===== src/rtl/flvs_pkg.sv =====
// shared types and constants for the flash log variable store
`default_nettype none
package flvs_pkg;

    localparam int QUEUE_DEPTH = 4;
    localparam int QUEUE_AW    = 2;

    localparam logic [15:0] ERASED_HW    = 16'hFFFF;
    localparam logic [15:0] DUMMY_LINK   = 16'h0400;
    localparam logic [15:0] RECEIVE_MARK = 16'hADDE;
    localparam logic [15:0] VALID_MARK   = 16'hDEC0;
    localparam logic [15:0] RSVD_LOW     = 16'h0000;
    localparam logic [15:0] RSVD_HIGH    = 16'hFFFF;

    typedef enum logic [2:0] {
        ST_OK        = 3'd0,
        ST_NOT_FOUND = 3'd1,
        ST_MISMATCH  = 3'd2,
        ST_FULL      = 3'd3,
        ST_BAD_ADDR  = 3'd4,
        ST_TOO_LARGE = 3'd5
    } status_t;

    typedef enum logic [1:0] {
        K_DATA,
        K_COMMIT,
        K_READ
    } kind_t;

    typedef struct packed {
        kind_t       kind;
        status_t     status;
        logic [15:0] vaddress;
        logic [7:0]  size_bytes;
        logic [15:0] data_word;
    } cmd_t;

    typedef struct packed {
        logic init_done;
    } back_stat_t;

    typedef enum logic [4:0] {
        S_INIT,
        S_IDLE,
        S_EMIT,
        S_RD_VA_W,
        S_RD_HD_W,
        S_RD_ISSUE,
        S_RD_WD_W,
        S_WR_CHECK,
        S_WR_BUF,
        S_WR_DATA,
        S_WR_HDR1,
        S_WR_HDR0,
        S_CP_MARK,
        S_CP_VA_W,
        S_CP_HD_W,
        S_CP_SRCH,
        S_CP_SRCH_VA_W,
        S_CP_SRCH_HD_W,
        S_CP_COPY_RD,
        S_CP_COPY_W,
        S_CP_HDR1,
        S_CP_HDR0,
        S_CP_LINK,
        S_CP_FMT,
        S_CP_VALID
    } state_t;

endpackage
`default_nettype wire


===== src/rtl/flvs_front.sv =====
// front end: takes input words and classifies them into command records
`default_nettype none
module flvs_front
    import flvs_pkg::*;
#(
    parameter int MAX_VALUE_BYTES = 64
) (
    input  wire logic       s_tvalid,
    output logic            s_tready,
    input  wire logic [39:0] s_tdata,
    input  wire logic       s_tuser,
    input  wire logic       s_tlast,
    input  wire back_stat_t back_stat,
    input  wire logic       q_full,
    output logic            q_push,
    output cmd_t            q_wdata
);

    logic [15:0] va;
    logic [7:0]  sz;

    assign va = s_tdata[15:0];
    assign sz = s_tdata[23:16];

    assign s_tready = back_stat.init_done && !q_full;
    assign q_push   = s_tvalid && s_tready;

    always_comb begin
        q_wdata.vaddress   = va;
        q_wdata.size_bytes = sz;
        q_wdata.data_word  = s_tdata[39:24];
        if (!s_tuser) begin
            q_wdata.kind = K_READ;
        end else if (s_tlast) begin
            q_wdata.kind = K_COMMIT;
        end else begin
            q_wdata.kind = K_DATA;
        end
        // address check ranks above the size check
        if (va == RSVD_LOW || va == RSVD_HIGH) begin
            q_wdata.status = ST_BAD_ADDR;
        end else if (9'(sz) > 9'(MAX_VALUE_BYTES)) begin
            q_wdata.status = ST_TOO_LARGE;
        end else begin
            q_wdata.status = ST_OK;
        end
    end

endmodule
`default_nettype wire


===== config.mk =====
export PLATFORM = sky130hd
export DESIGN_NAME = flvs_front
export DESIGN_NICKNAME = d
export VERILOG_FILES = /design/src/rtl/flvs_pkg.sv /design/src/rtl/flvs_front.sv
export SDC_FILE = /design/constraint.sdc
export NUM_CORES = 1
export LEC_CHECK = 0
export CAP_MARGIN = 20
export CORE_MARGIN = 2
export CORE_UTILIZATION = 30
export DETAILED_ROUTE_END_ITERATION = 16
export DONT_BUFFER_PORTS = 1
export GPL_TIMING_DRIVEN = 0
export MAX_ROUTING_LAYER = met4
export REMOVE_ABC_BUFFERS = 1
export SYNTH_ARGS = -nofsm -noshare
export SYNTH_HDL_FRONTEND = slang
export SYNTH_SLANG_ARGS = --single-unit

===== constraint.sdc =====
create_clock -name vclk -period 1.4
set_input_delay 0.14 -clock vclk [all_inputs]
set_output_delay 0.14 -clock vclk [all_outputs]
set_load 0.05 [all_outputs]

==> flow_metrics.tcl <==
set metrics [dict create \
    crit_type "in -> out" \
    p_leak_nw 0.0411 \
    firstDrtPassIters 2 \
    nFillCells 178 \
    grt_max_degree 4 \
    hold_viol_final 0 \
    power_density_nw_per_um2 313 \
    place_area_um2 180 \
    dieWidth_um 43.3 \
    final_util 0.124 \
    via_count 245 \
    holdPathEnd "q_wdata[17]" \
    status "finished, violations left" \
    row_count 14 \
    post_cts_buffers 0 \
    nets 69 \
    dieArea_um2 1870 \
    track_usage 0.111 \
    start_util 0.315 \
    layout_min_cycle_time_ns 1.56 \
    holdPathStages 0 \
    synth_area_leaders "buf_4 66%, nand4_1 8.1%, nor4_1 6.8%" \
    timing.fmax_mhz 643 \
    flow.area_growth_from_synthesis_pct -60.5 \
    portBuffers 0 \
    diodes 0 \
    min_from "s_tdata[17]" \
    violations "negative setup slack" \
    drc 0 \
    gp_congestion 0.573 \
    startpoint "s_tdata[16]" \
    drt-wirelength-per-cell_um 29.3 \
    rsz0062_at_grt "true" \
    post-place-cells 38 \
    dieHeight_um 43.3 \
    fin_ws_ns -0.156 \
    seq_cell_count 0 \
    setup_viol 1 \
    end_kind "output pin" \
    ys_types 12 \
    vdd_drop_max_uv 43.5 \
    crit_fanout 2 \
    fin_crit_sh 1.11 \
    max_cap_violations 0 \
    grt_pass1_vias 233 \
    slew_violations 0 \
    switchingPower_mw 0.0464 \
    synth_area_um2 463 \
    power.share.clock 0 \
    grt.overflow.total 0 \
    design_area_um2 183 \
    slew_headroom 0.396 \
    synth_top_area_frac 0.665 \
    drt_iter0_drc 1 \
    io_pins 92 \
    hold_path.class "in -> out" \
    power.internal_mw 0.0108 \
    regArea_um2 0 \
    num-clock-buffers 0 \
    fp.coreArea_um2 1470 \
    sequentialPowerShare 0 \
    timing.critical_path.required_ns 1.26 \
    vias_per_cell 6.45 \
    synth.most_common_cell "buf_4" \
    synth_common_cells "41 x buf_4, 6 x nand4_1, 5 x nor4_1" \
    synthCells 63 \
    sw_frac_of_total 0.811 \
    place_hpwl_mm 1.01 \
    combPwrFrac 1.000 \
    final_cells 38 \
    antenna_found_initial 0 \
    antenna_left 0 \
    crit_path_start_kind "input port" \
    grt_pass1_wl_mm 1.39 \
    worst_slew_pin_slew_ns 0.905 \
    ys_seq_area_frac 0 \
    arrival_ns 1.42 \
    wirelength_mm 1.11 \
    syn_avg_cell_area_um2 7.35 \
    ys_warn_count 0 \
    layout-drive-gt1-share 0.182 \
    yosys.area.top_type "buf_4" \
]
## repair_timing
item,in CTS,in global routing
hold buffers,0,0
gates resized for setup,1,0
pin swaps,1,0
gates cloned,0,0
endpoints found under the setup margin,2,1
## how the worst max path moves through the flow
stage                  end  cells past startpoint
6_report       q_wdata[42]                      3
5_1_grt        q_wdata[42]                      3
4_1_cts        q_wdata[42]                      3
3_5_place_dp   q_wdata[42]                      3
3_3_place_gp   q_wdata[40]                      3
2_1_floorplan  q_wdata[40]                      3
## logic make-up (layout without fill, tap and decap cells)
family          count (synthesis)  in the layout  share of synthesized area
other cells                     1              1                    0.00810
compound gates                  2              2                     0.0622
simple gates                   17             17                      0.249
buf+inv                        43              2                      0.681
## stage by stage
stage	hold slack (ns)	setup slack, ns	setup TNS, ns	power [mW]
3_5_place_dp	0.280	-0.189	-0.359	0.0574
6_report	0.280	-0.156	-0.156	0.0572
5_1_grt	0.280	-0.188	-0.188	0.0598
3_3_place_gp	0.280	-0.385	-0.722	0.0559
4_1_cts	0.280	-0.179	-0.179	0.0579
2_1_floorplan	0.280	-0.301	-0.558	0.0530
## worst max-delay path: stages
cell     delay [ns]
or4_4          0.52
o31ai_4        0.21
nand4_1        0.54
## power by group through the flow
stage / Sequential (mW) / Clock (mW) / Combinational [mW]
3_5_place_dp: 0 / 0 / 0.0574
4_1_cts: 0 / 0 / 0.0579
3_3_place_gp: 0 / 0 / 0.0559
6_report: 0 / 0 / 0.0572
5_1_grt: 0 / 0 / 0.0598
2_1_floorplan: 0 / 0 / 0.0530
## per-layer routing
| layer | GRT usage | vias to the layer above | routed length [um] |
|---|---|---|---|
| li1 | - | 94 | - |
| met1 | 0.106 | 101 | 347 |
| met4 | 0.00606 | 0 | 0 |
| met2 | 0.119 | 50 | 440 |
| met3 | 0.179 | 0 | 326 |
| met5 | - | - | 0 |
## final cells by class
type,count,area (um2),share of cell area
multi-input cells,20,155,0.849
inverters,2,7.51,0.0411
well taps,16,20.0,0.110
## layout by cell type (no fill, tap or decap)
master | synthesis | final
nand4_1 | 6 | 6
nor4_1 | 5 | 5
and2_1 | 2 | 2
inv_1 | 2 | 2
or4_4 | 1 | 1
o31ai_4 | 1 | 1
and4_1 | 1 | 1
a211oi_2 | 0 | 1
nor2b_2 | 0 | 1
or4_1 | 1 | 1
conb_1 | 1 | 1
No activity file was read; power rests on OpenSTA's default activity.
