File: config.mk
export PLATFORM = sky130hd
export DESIGN_NAME = flvs_queue
export DESIGN_NICKNAME = d
export VERILOG_FILES = /design/src/rtl/flvs_pkg.sv /design/src/rtl/flvs_queue.sv
export SDC_FILE = /design/constraint.sdc
export NUM_CORES = 1
export LEC_CHECK = 0
export BUFFER_PORTS_ARGS = -buffer_cell sky130_fd_sc_hd__buf_2
export CAP_MARGIN = 25
export CELL_PAD_IN_SITES_DETAIL_PLACEMENT = 2
export CELL_PAD_IN_SITES_GLOBAL_PLACEMENT = 2
export CORE_MARGIN = 4
export CORE_UTILIZATION = 44
export DETAILED_ROUTE_END_ITERATION = 6
export PLACE_DENSITY = 0.8
export SYNTH_ARGS = -nofsm -noshare
export SYNTH_HDL_FRONTEND = slang
export SYNTH_SLANG_ARGS = --single-unit
export TNS_END_PERCENT = 20
File: constraint.sdc
create_clock -name aclk -period 2.7 [get_ports aclk]
set_clock_uncertainty 0.2 [all_clocks]
set_input_delay 0.135 -clock aclk [delete_from_list [all_inputs] [get_ports aclk]]
set_output_delay 0.135 -clock aclk [all_outputs]
set_load 0.01 [all_outputs]
File: src/rtl/flvs_pkg.sv
// shared types and constants for the flash log variable store
`default_nettype none
package flvs_pkg;

    localparam int QUEUE_DEPTH = 4;
    localparam int QUEUE_AW    = 2;

    localparam logic [15:0] ERASED_HW    = 16'hFFFF;
    localparam logic [15:0] DUMMY_LINK   = 16'h0400;
    localparam logic [15:0] RECEIVE_MARK = 16'hADDE;
    localparam logic [15:0] VALID_MARK   = 16'hDEC0;
    localparam logic [15:0] RSVD_LOW     = 16'h0000;
    localparam logic [15:0] RSVD_HIGH    = 16'hFFFF;

    typedef enum logic [2:0] {
        ST_OK        = 3'd0,
        ST_NOT_FOUND = 3'd1,
        ST_MISMATCH  = 3'd2,
        ST_FULL      = 3'd3,
        ST_BAD_ADDR  = 3'd4,
        ST_TOO_LARGE = 3'd5
    } status_t;

    typedef enum logic [1:0] {
        K_DATA,
        K_COMMIT,
        K_READ
    } kind_t;

    typedef struct packed {
        kind_t       kind;
        status_t     status;
        logic [15:0] vaddress;
        logic [7:0]  size_bytes;
        logic [15:0] data_word;
    } cmd_t;

    typedef struct packed {
        logic init_done;
    } back_stat_t;

    typedef enum logic [4:0] {
        S_INIT,
        S_IDLE,
        S_EMIT,
        S_RD_VA_W,
        S_RD_HD_W,
        S_RD_ISSUE,
        S_RD_WD_W,
        S_WR_CHECK,
        S_WR_BUF,
        S_WR_DATA,
        S_WR_HDR1,
        S_WR_HDR0,
        S_CP_MARK,
        S_CP_VA_W,
        S_CP_HD_W,
        S_CP_SRCH,
        S_CP_SRCH_VA_W,
        S_CP_SRCH_HD_W,
        S_CP_COPY_RD,
        S_CP_COPY_W,
        S_CP_HDR1,
        S_CP_HDR0,
        S_CP_LINK,
        S_CP_FMT,
        S_CP_VALID
    } state_t;

endpackage
`default_nettype wire

File: src/rtl/flvs_queue.sv
// short command queue between front and back
`default_nettype none
module flvs_queue
    import flvs_pkg::*;
(
    input  wire logic aclk,
    input  wire logic aresetn,
    input  wire logic push,
    input  wire cmd_t wdata,
    input  wire logic pop,
    output cmd_t      rdata,
    output logic      full,
    output logic      empty
);

    cmd_t                store [QUEUE_DEPTH];
    logic [QUEUE_AW-1:0] wptr_reg, wptr_next;
    logic [QUEUE_AW-1:0] rptr_reg, rptr_next;
    logic [QUEUE_AW:0]   cnt_reg, cnt_next;
    logic                do_push, do_pop;

    assign full    = cnt_reg == (QUEUE_AW + 1)'(QUEUE_DEPTH);
    assign empty   = cnt_reg == '0;
    assign do_push = push && !full;
    assign do_pop  = pop && !empty;
    assign rdata   = store[rptr_reg];

    always_comb begin
        wptr_next = do_push ? wptr_reg + 1'b1 : wptr_reg;
        rptr_next = do_pop ? rptr_reg + 1'b1 : rptr_reg;
        cnt_next  = cnt_reg + (QUEUE_AW + 1)'(do_push) - (QUEUE_AW + 1)'(do_pop);
    end

    always_ff @(posedge aclk) begin
        if (!aresetn) begin
            wptr_reg <= '0;
            rptr_reg <= '0;
            cnt_reg  <= '0;
        end else begin
            wptr_reg <= wptr_next;
            rptr_reg <= rptr_next;
            cnt_reg  <= cnt_next;
        end
    end

    always_ff @(posedge aclk) begin
        if (do_push) begin
            store[wptr_reg] <= wdata;
        end
    end

endmodule
`default_nettype wire

==> results of run 1 <==
area by class of cell:
| class | instances | area, um^2 | area share [%] |
|---|---|---|---|
| Sequential cell | 189 | 5590 | 63.0 |
| Multi-Input combinational cell | 79 | 1310 | 14.8 |
| Timing Repair Buffer | 155 | 1090 | 12.3 |
| Clock buffer | 18 | 429 | 4.83 |
| Tap cell | 211 | 264 | 2.97 |
| Clock inverter | 13 | 168 | 1.89 |
| Inverter | 6 | 22.5 | 0.254 |
placed cells by master (no fill, tap or decap), drive strengths merged:
master | Yosys | layout
edfxtp | 180 | 180
nor2b | 2 | 2
or3 | 1 | 1
fa | 1 | 1
o21ai | 3 | 3
xnor2 | 2 | 2
dfxtp | 9 | 9
clkinvlp | 0 | 5
and2 | 7 | 7
a21boi | 1 | 1
inv | 6 | 8
mux2i | 2 | 2
nor3 | 1 | 1
nand4bb | 1 | 1
mux4 | 45 | 45
dlygate4sd3 | 0 | 47
nor3b | 1 | 1
bufinv | 0 | 3
nand2 | 6 | 6
ha | 6 | 6
buf | 10 | 108
clkbuf | 2 | 18
clkinv | 0 | 3
metrics by stage:
step	cell area, um^2	setup WS [ps]	std cells	utilization [%]
floorplan	7040	241	286	-
global placement	7810	420	593	50.6
detailed placement	7810	163	593	50.6
CTS	8880	151	671	57.6
global route	8880	39.2	671	57.6
finish	8880	181	671	57.6
power groups by stage:
stage | combinational (mW) | sequential [mW] | clock, mW
final | 1.69 | 3.76 | 2.56
after CTS | 1.72 | 3.76 | 2.59
after global routing | 1.83 | 3.79 | 2.77
after detailed placement | 1.65 | 3.82 | 0
after global placement | 1.57 | 3.77 | 0
after floorplan | 1.14 | 3.68 | 0
what timing repair did:
action | CTS | global route
hold buffers | 47 | 0
hold endpoints to repair | 189 | 0
endpoints found under the setup margin | 0 | 0
Yosys cell counts:
library cell	n	area [um^2]
clkbuf_1	1	3.75
nand2_1	6	22.5
inv_1	6	22.5
nand4bb_1	1	11.3
mux4_2	40	901
edfxtp_1	180	5410
fa_1	1	20.0
clkbuf_2	1	5.00
or3_1	1	6.26
buf_2	5	25.0
nor3_2	1	10.0
mux4_1	5	131
and2_1	7	43.8
ha_1	6	75.1
mux2i_1	2	20.0
dfxtp_1	9	180
buf_6	1	11.3
xnor2_1	2	17.5
a21boi_1	1	7.51
buf_12	4	80.1
nor2b_1	2	12.5
o21ai_0	3	15.0
nor3b_2	1	12.5
cell families after synthesis:
| group | after synthesis | share of synthesized area (%) |
|---|---|---|
| AOI/OAI and AO/OA | 4 | 0.320 |
| and+or+nand+nor | 19 | 1.69 |
| adders and majority gates | 7 | 1.35 |
| DFF | 189 | 79.3 |
| xor gates and xnor gates | 2 | 0.249 |
| muxes | 47 | 14.9 |
| buffers and inverters | 18 | 2.10 |
worst max path at each step:
stage | end | slack (ps) | depth (start not counted)
floorplan | store[0][0]$_DFFE_PP_ | 240 | 4
global placement | cnt_reg[2]$_SDFF_PN0_ | 420 | 9
detailed placement | cnt_reg[2]$_SDFF_PN0_ | 160 | 9
CTS | cnt_reg[2]$_SDFF_PN0_ | 150 | 9
global route | cnt_reg[2]$_SDFF_PN0_ | 40 | 9
finish | cnt_reg[2]$_SDFF_PN0_ | 180 | 9
critical path, cell delays in order, from the launching register on:
cell and delay (ps):
dfxtp_1 340, nor3_2 350, nor2b_1 130, ha_1 300, inv_1 40, ha_1 180, fa_1 390, xnor2_1 230
xnor2_1 100, and2_1 150
layer usage:
metal | share of wire, % | vias to the layer above | global-route usage [%]
li1 | - | 1519 | -
met1 | 40 | 1876 | 26.1
met2 | 54 | 110 | 36.8
met3 | 4.8 | 14 | 5.18
met4 | 0.76 | 0 | 5.26
met5 | 0 | - | 0
==> impl_metrics.ini, run 1 <==
[clock_network]
postCtsSetupRepairBufs = 0
cts_tree = done
htreeDepth = 4
clk_pin_slew_ps = 70
clockBufferDepth = 2
cts_made_buffers = 17
clock_latency_ps = 430
cts_sinks = 189
cts.repair.resized = 0
root_buffer = clkbuf_16

[sta]
rsz0062_at_grt = false
tns_ps = 0
period_needed_ps = 2520
tightest_slew_ps = 471
hold_ws_ps = 56.7
slew_violations = 0
max_slew_margin_pct = 68.6
fmax_mhz = 397
final-setup-viol-count = 0
finalHoldViolCount = 0
post-route-period-util_pct = 93.3

[power_and_ir_drop]
comb_power_share_pct = 21.1
finalPower_mw = 8.01
p_sw_share_pct = 26.9
p_per_area_nw_per_um2 = 902
vdd_drop_max_uv = 529
p_sw_mw = 2.15
p_clk_share_pct = 32.0
p_leak_nw = 3.04
p_int_mw = 5.85
p_seq_share_pct = 47.0

[layout]
area_growth_syn_to_layout_pct = 26.1
fin_nets = 504
largest_reg_flops = 180
diodes = 0
drive_gt1_share_pct = 40.4
fillCellCount = 1312

[floorplan]
die_h_um = 134
io_pins = 96
core-area_um2 = 15400
fp.dieArea_um2 = 18100
fp-row-count = 45
die_w_um = 134
start_util_pct = 45.6

[logic_synthesis]
avgSynthCellArea_um2 = 24.6
ys_seq_elements = 189
synthesis.area_um2 = 7040
synth_cell_types = 23
synth_fp_nets = 342
ys_warn_count = 0
yosysSeqAreaShare_pct = 79.3
netlist_instances = 286

[critical_path]
r2r_end = cnt_reg[2]$_SDFF_PN0_
cp-start-kind = flop
rr_startpoint = cnt_reg[1]$_SDFF_PN0_
cp.required_ps = 2830
crit_type = flop to flop
crit_arrival_ps = 2650
r2r_slack_ps = 180
critPathLaunch = cnt_reg[1]$_SDFF_PN0_
path_max_fanout = 5
endpoint_kind = flop
worst-r2r-cell-count = 9

[global_route]
antenna_found_initial = 0
grt_pass1_vias = 4020
grt_start_max_net_pins = 46
overflow = 0
grt_first_pass_wirelength_mm = 26.8
grt_usage_pct = 20.9

[hold_path]
hold_path_end = wptr_reg[0]$_SDFFE_PN0P_
hold_class = input port to flop
holdCritStartpoint = push
holdPathStages = 4

[flow_run]
cap_violations = 0

[place]
hpwl_mm = 10.9
gp_congestion = 0.707
io_buffers = 95

[detailed_routing]
drc_errors = 0
drt-wirelength-per-cell_um = 26.5
first_pass_iters = 4
vias_per_cell = 5.24
vias = 3519
drt-initial-drc-count = 323
ant_nets = 0
wirelength_mm = 17.8

[outcome]
status = completed
Note: power is estimated with default switching activity, not from simulation.
==> inputs of run 2 (changes only) <==
CELL_PAD_IN_SITES_DETAIL_PLACEMENT = not set   (was 2)
CELL_PAD_IN_SITES_GLOBAL_PLACEMENT = not set   (was 2)
CORE_UTILIZATION = 49   (was 44)
PLACE_DENSITY = 0.72   (was 0.8)
==> run 2 against run 1 <==
  * Hold slack got worse by 5.8 ps
  * Non-clock buffer count is 2 higher
  * Final cell count down 4.0%
  * Clock power is 7.8% lower
  * Via count down 3.7%
  * Sequential share of layout area rose by 0.58 points
  * First-iteration DRC count down 30%
  * Routed wire length down 29%
  * Sequential power decreased by 1%
  * Setup slack improved by 110 ps
  * Critical path type unchanged
  * Largest cell class unchanged
  * Highest routed layer unchanged
==> impl_metrics.ini, run 2 (synthesis gave the netlist of run 1 again) <==
[critical_path]
crit_type = flop to flop
cp-start-kind = flop
endpoint_kind = flop
r2r_slack_ps = 290
cpMaxStageDelayCell = fa_1
path_buf_inv = 1
path_max_fanout = 5
path_cells = nor3_2 > nor2b_1 > ha_1 > inv_1 > ha_1 > fa_1 > xnor2_1 > xnor2_1 > and2_1
crit_arrival_ps = 2530
max_stage_delay_ps = 370
cp.required_ps = 2820
path_delay_family = adder cells

[layout]
most-common-layout-cells = edfxtp_1 (180), buf_2 (95), dlygate4sd3_1 (49)
drive_gt1_share_pct = 39.3
seqCellArea_um2 = 5590
multi_input_area_um2 = 1310
area_growth_syn_to_layout_pct = 25.0
largest_reg_flops = 180
fin_nets = 506
layout_commonest_cell = edfxtp_1
fillCellCount = 1009
final_cells = 644

[sta]
final-setup-viol-count = 0
slew_violations = 0
max_slew_margin_pct = 67.1
tightest_slew_ps = 493
rsz0062_at_grt = false
finalHoldViolCount = 0
period_needed_ps = 2410
fmax_mhz = 414
tns_ps = 0
post-route-period-util_pct = 89.4

[detailed_routing]
drt-initial-drc-count = 226
drt-wirelength-per-cell_um = 19.5
ant_nets = 0
vias = 3388
vias_per_cell = 5.26
first_pass_iters = 4
drc_errors = 0
wirelength_mm = 12.5

[place]
gp_congestion = 0.705
io_buffers = 95
hpwl_mm = 7.65
place_inst = 562

[clock_network]
cts.repair.resized = 0
cts_made_buffers = 17
cts_sinks = 189
clockBufferDepth = 2
root_buffer = clkbuf_16
clock_latency_ps = 420
clk_pin_slew_ps = 60
cts_tree = done
postCtsHoldBufs = 49
htreeDepth = 4
postCtsSetupRepairBufs = 0

[global_route]
gr-max-usage-layer = met2
grt_start_max_net_pins = 33
grt_usage_pct = 16.3
grt_use_met3_pct = 4.83
antenna_found_initial = 1
use_met2_pct = 28.1
overflow = 0
grt_pass1_vias = 3777
grt_use_met1_pct = 19.2
grt_first_pass_wirelength_mm = 19.8

[flow_run]
cap_violations = 0

[power_and_ir_drop]
vdd_drop_max_uv = 507
p_leak_nw = 3.04
finalPower_mw = 7.68
p_per_area_nw_per_um2 = 873

[floorplan]
die_w_um = 128
fp.dieArea_um2 = 16300
die_h_um = 128
io_pins = 96
fp-row-count = 43
core-area_um2 = 14000
start_util_pct = 50.3

[hold_path]
hold_class = input port to flop

[outcome]
status = completed
-- run 2: final cells by class --
class                   instances  area share [%]
well taps                     180            2.56
repair buffers                157            12.4
diodes                          1          0.0284
multi-input cells              79            14.9
clock inverters                 8            1.08
inverters                       6           0.256
flip-flops and latches        189            63.5
clock buffers                  24            5.25
-- run 2: worst register-to-register path, cell delays in order (launching register included) --
cell and delay, ps:
dfxtp_1 340, nor3_2 330, nor2b_1 120, ha_1 290, inv_1 40, ha_1 180
fa_1 370, xnor2_1 200, xnor2_1 90, and2_1 150
-- run 2: per-layer routing --
layer  up-vias  routed length (um)
met5         -                   0
li1       1526                   -
met3        23                 585
met1      1760                5050
met4         0                 271
met2        79                6620
-- run 2: per-stage QoR --
step                cell area [um^2]  hold WS (ps)  util [%]  setup slack, ps
CTS                             8790          18.7      62.9              253
global route                    8790          73.9      62.9              173
finish                          8800          50.9      62.9              287
floorplan                       7040          33.9         -              241
detailed placement              7750           152      55.4              319
global placement                7750           145      55.4              446
-- run 2: path summary, 6_finish.rpt --
path | startpoint | to | cells past startpoint
worst min register to register | rptr_reg[1]$_SDFFE_PN0P_ | flop | 2
worst max register to register | cnt_reg[1]$_SDFF_PN0_ | cnt_reg[2]$_SDFF_PN0_ | 9
worst max-delay path | cnt_reg[1]$_SDFF_PN0_ | cnt_reg[2]$_SDFF_PN0_ | 9
worst min-delay path | push | wptr_reg[1]$_SDFFE_PN0P_ | 4
-- run 2: power breakdown --
part	total, mW	switching [mW]	internal, mW
sequential	3.71	0.147	3.56
clock	2.36	0.976	1.38
combinational	1.62	0.782	0.833
total	7.68	1.91	5.77
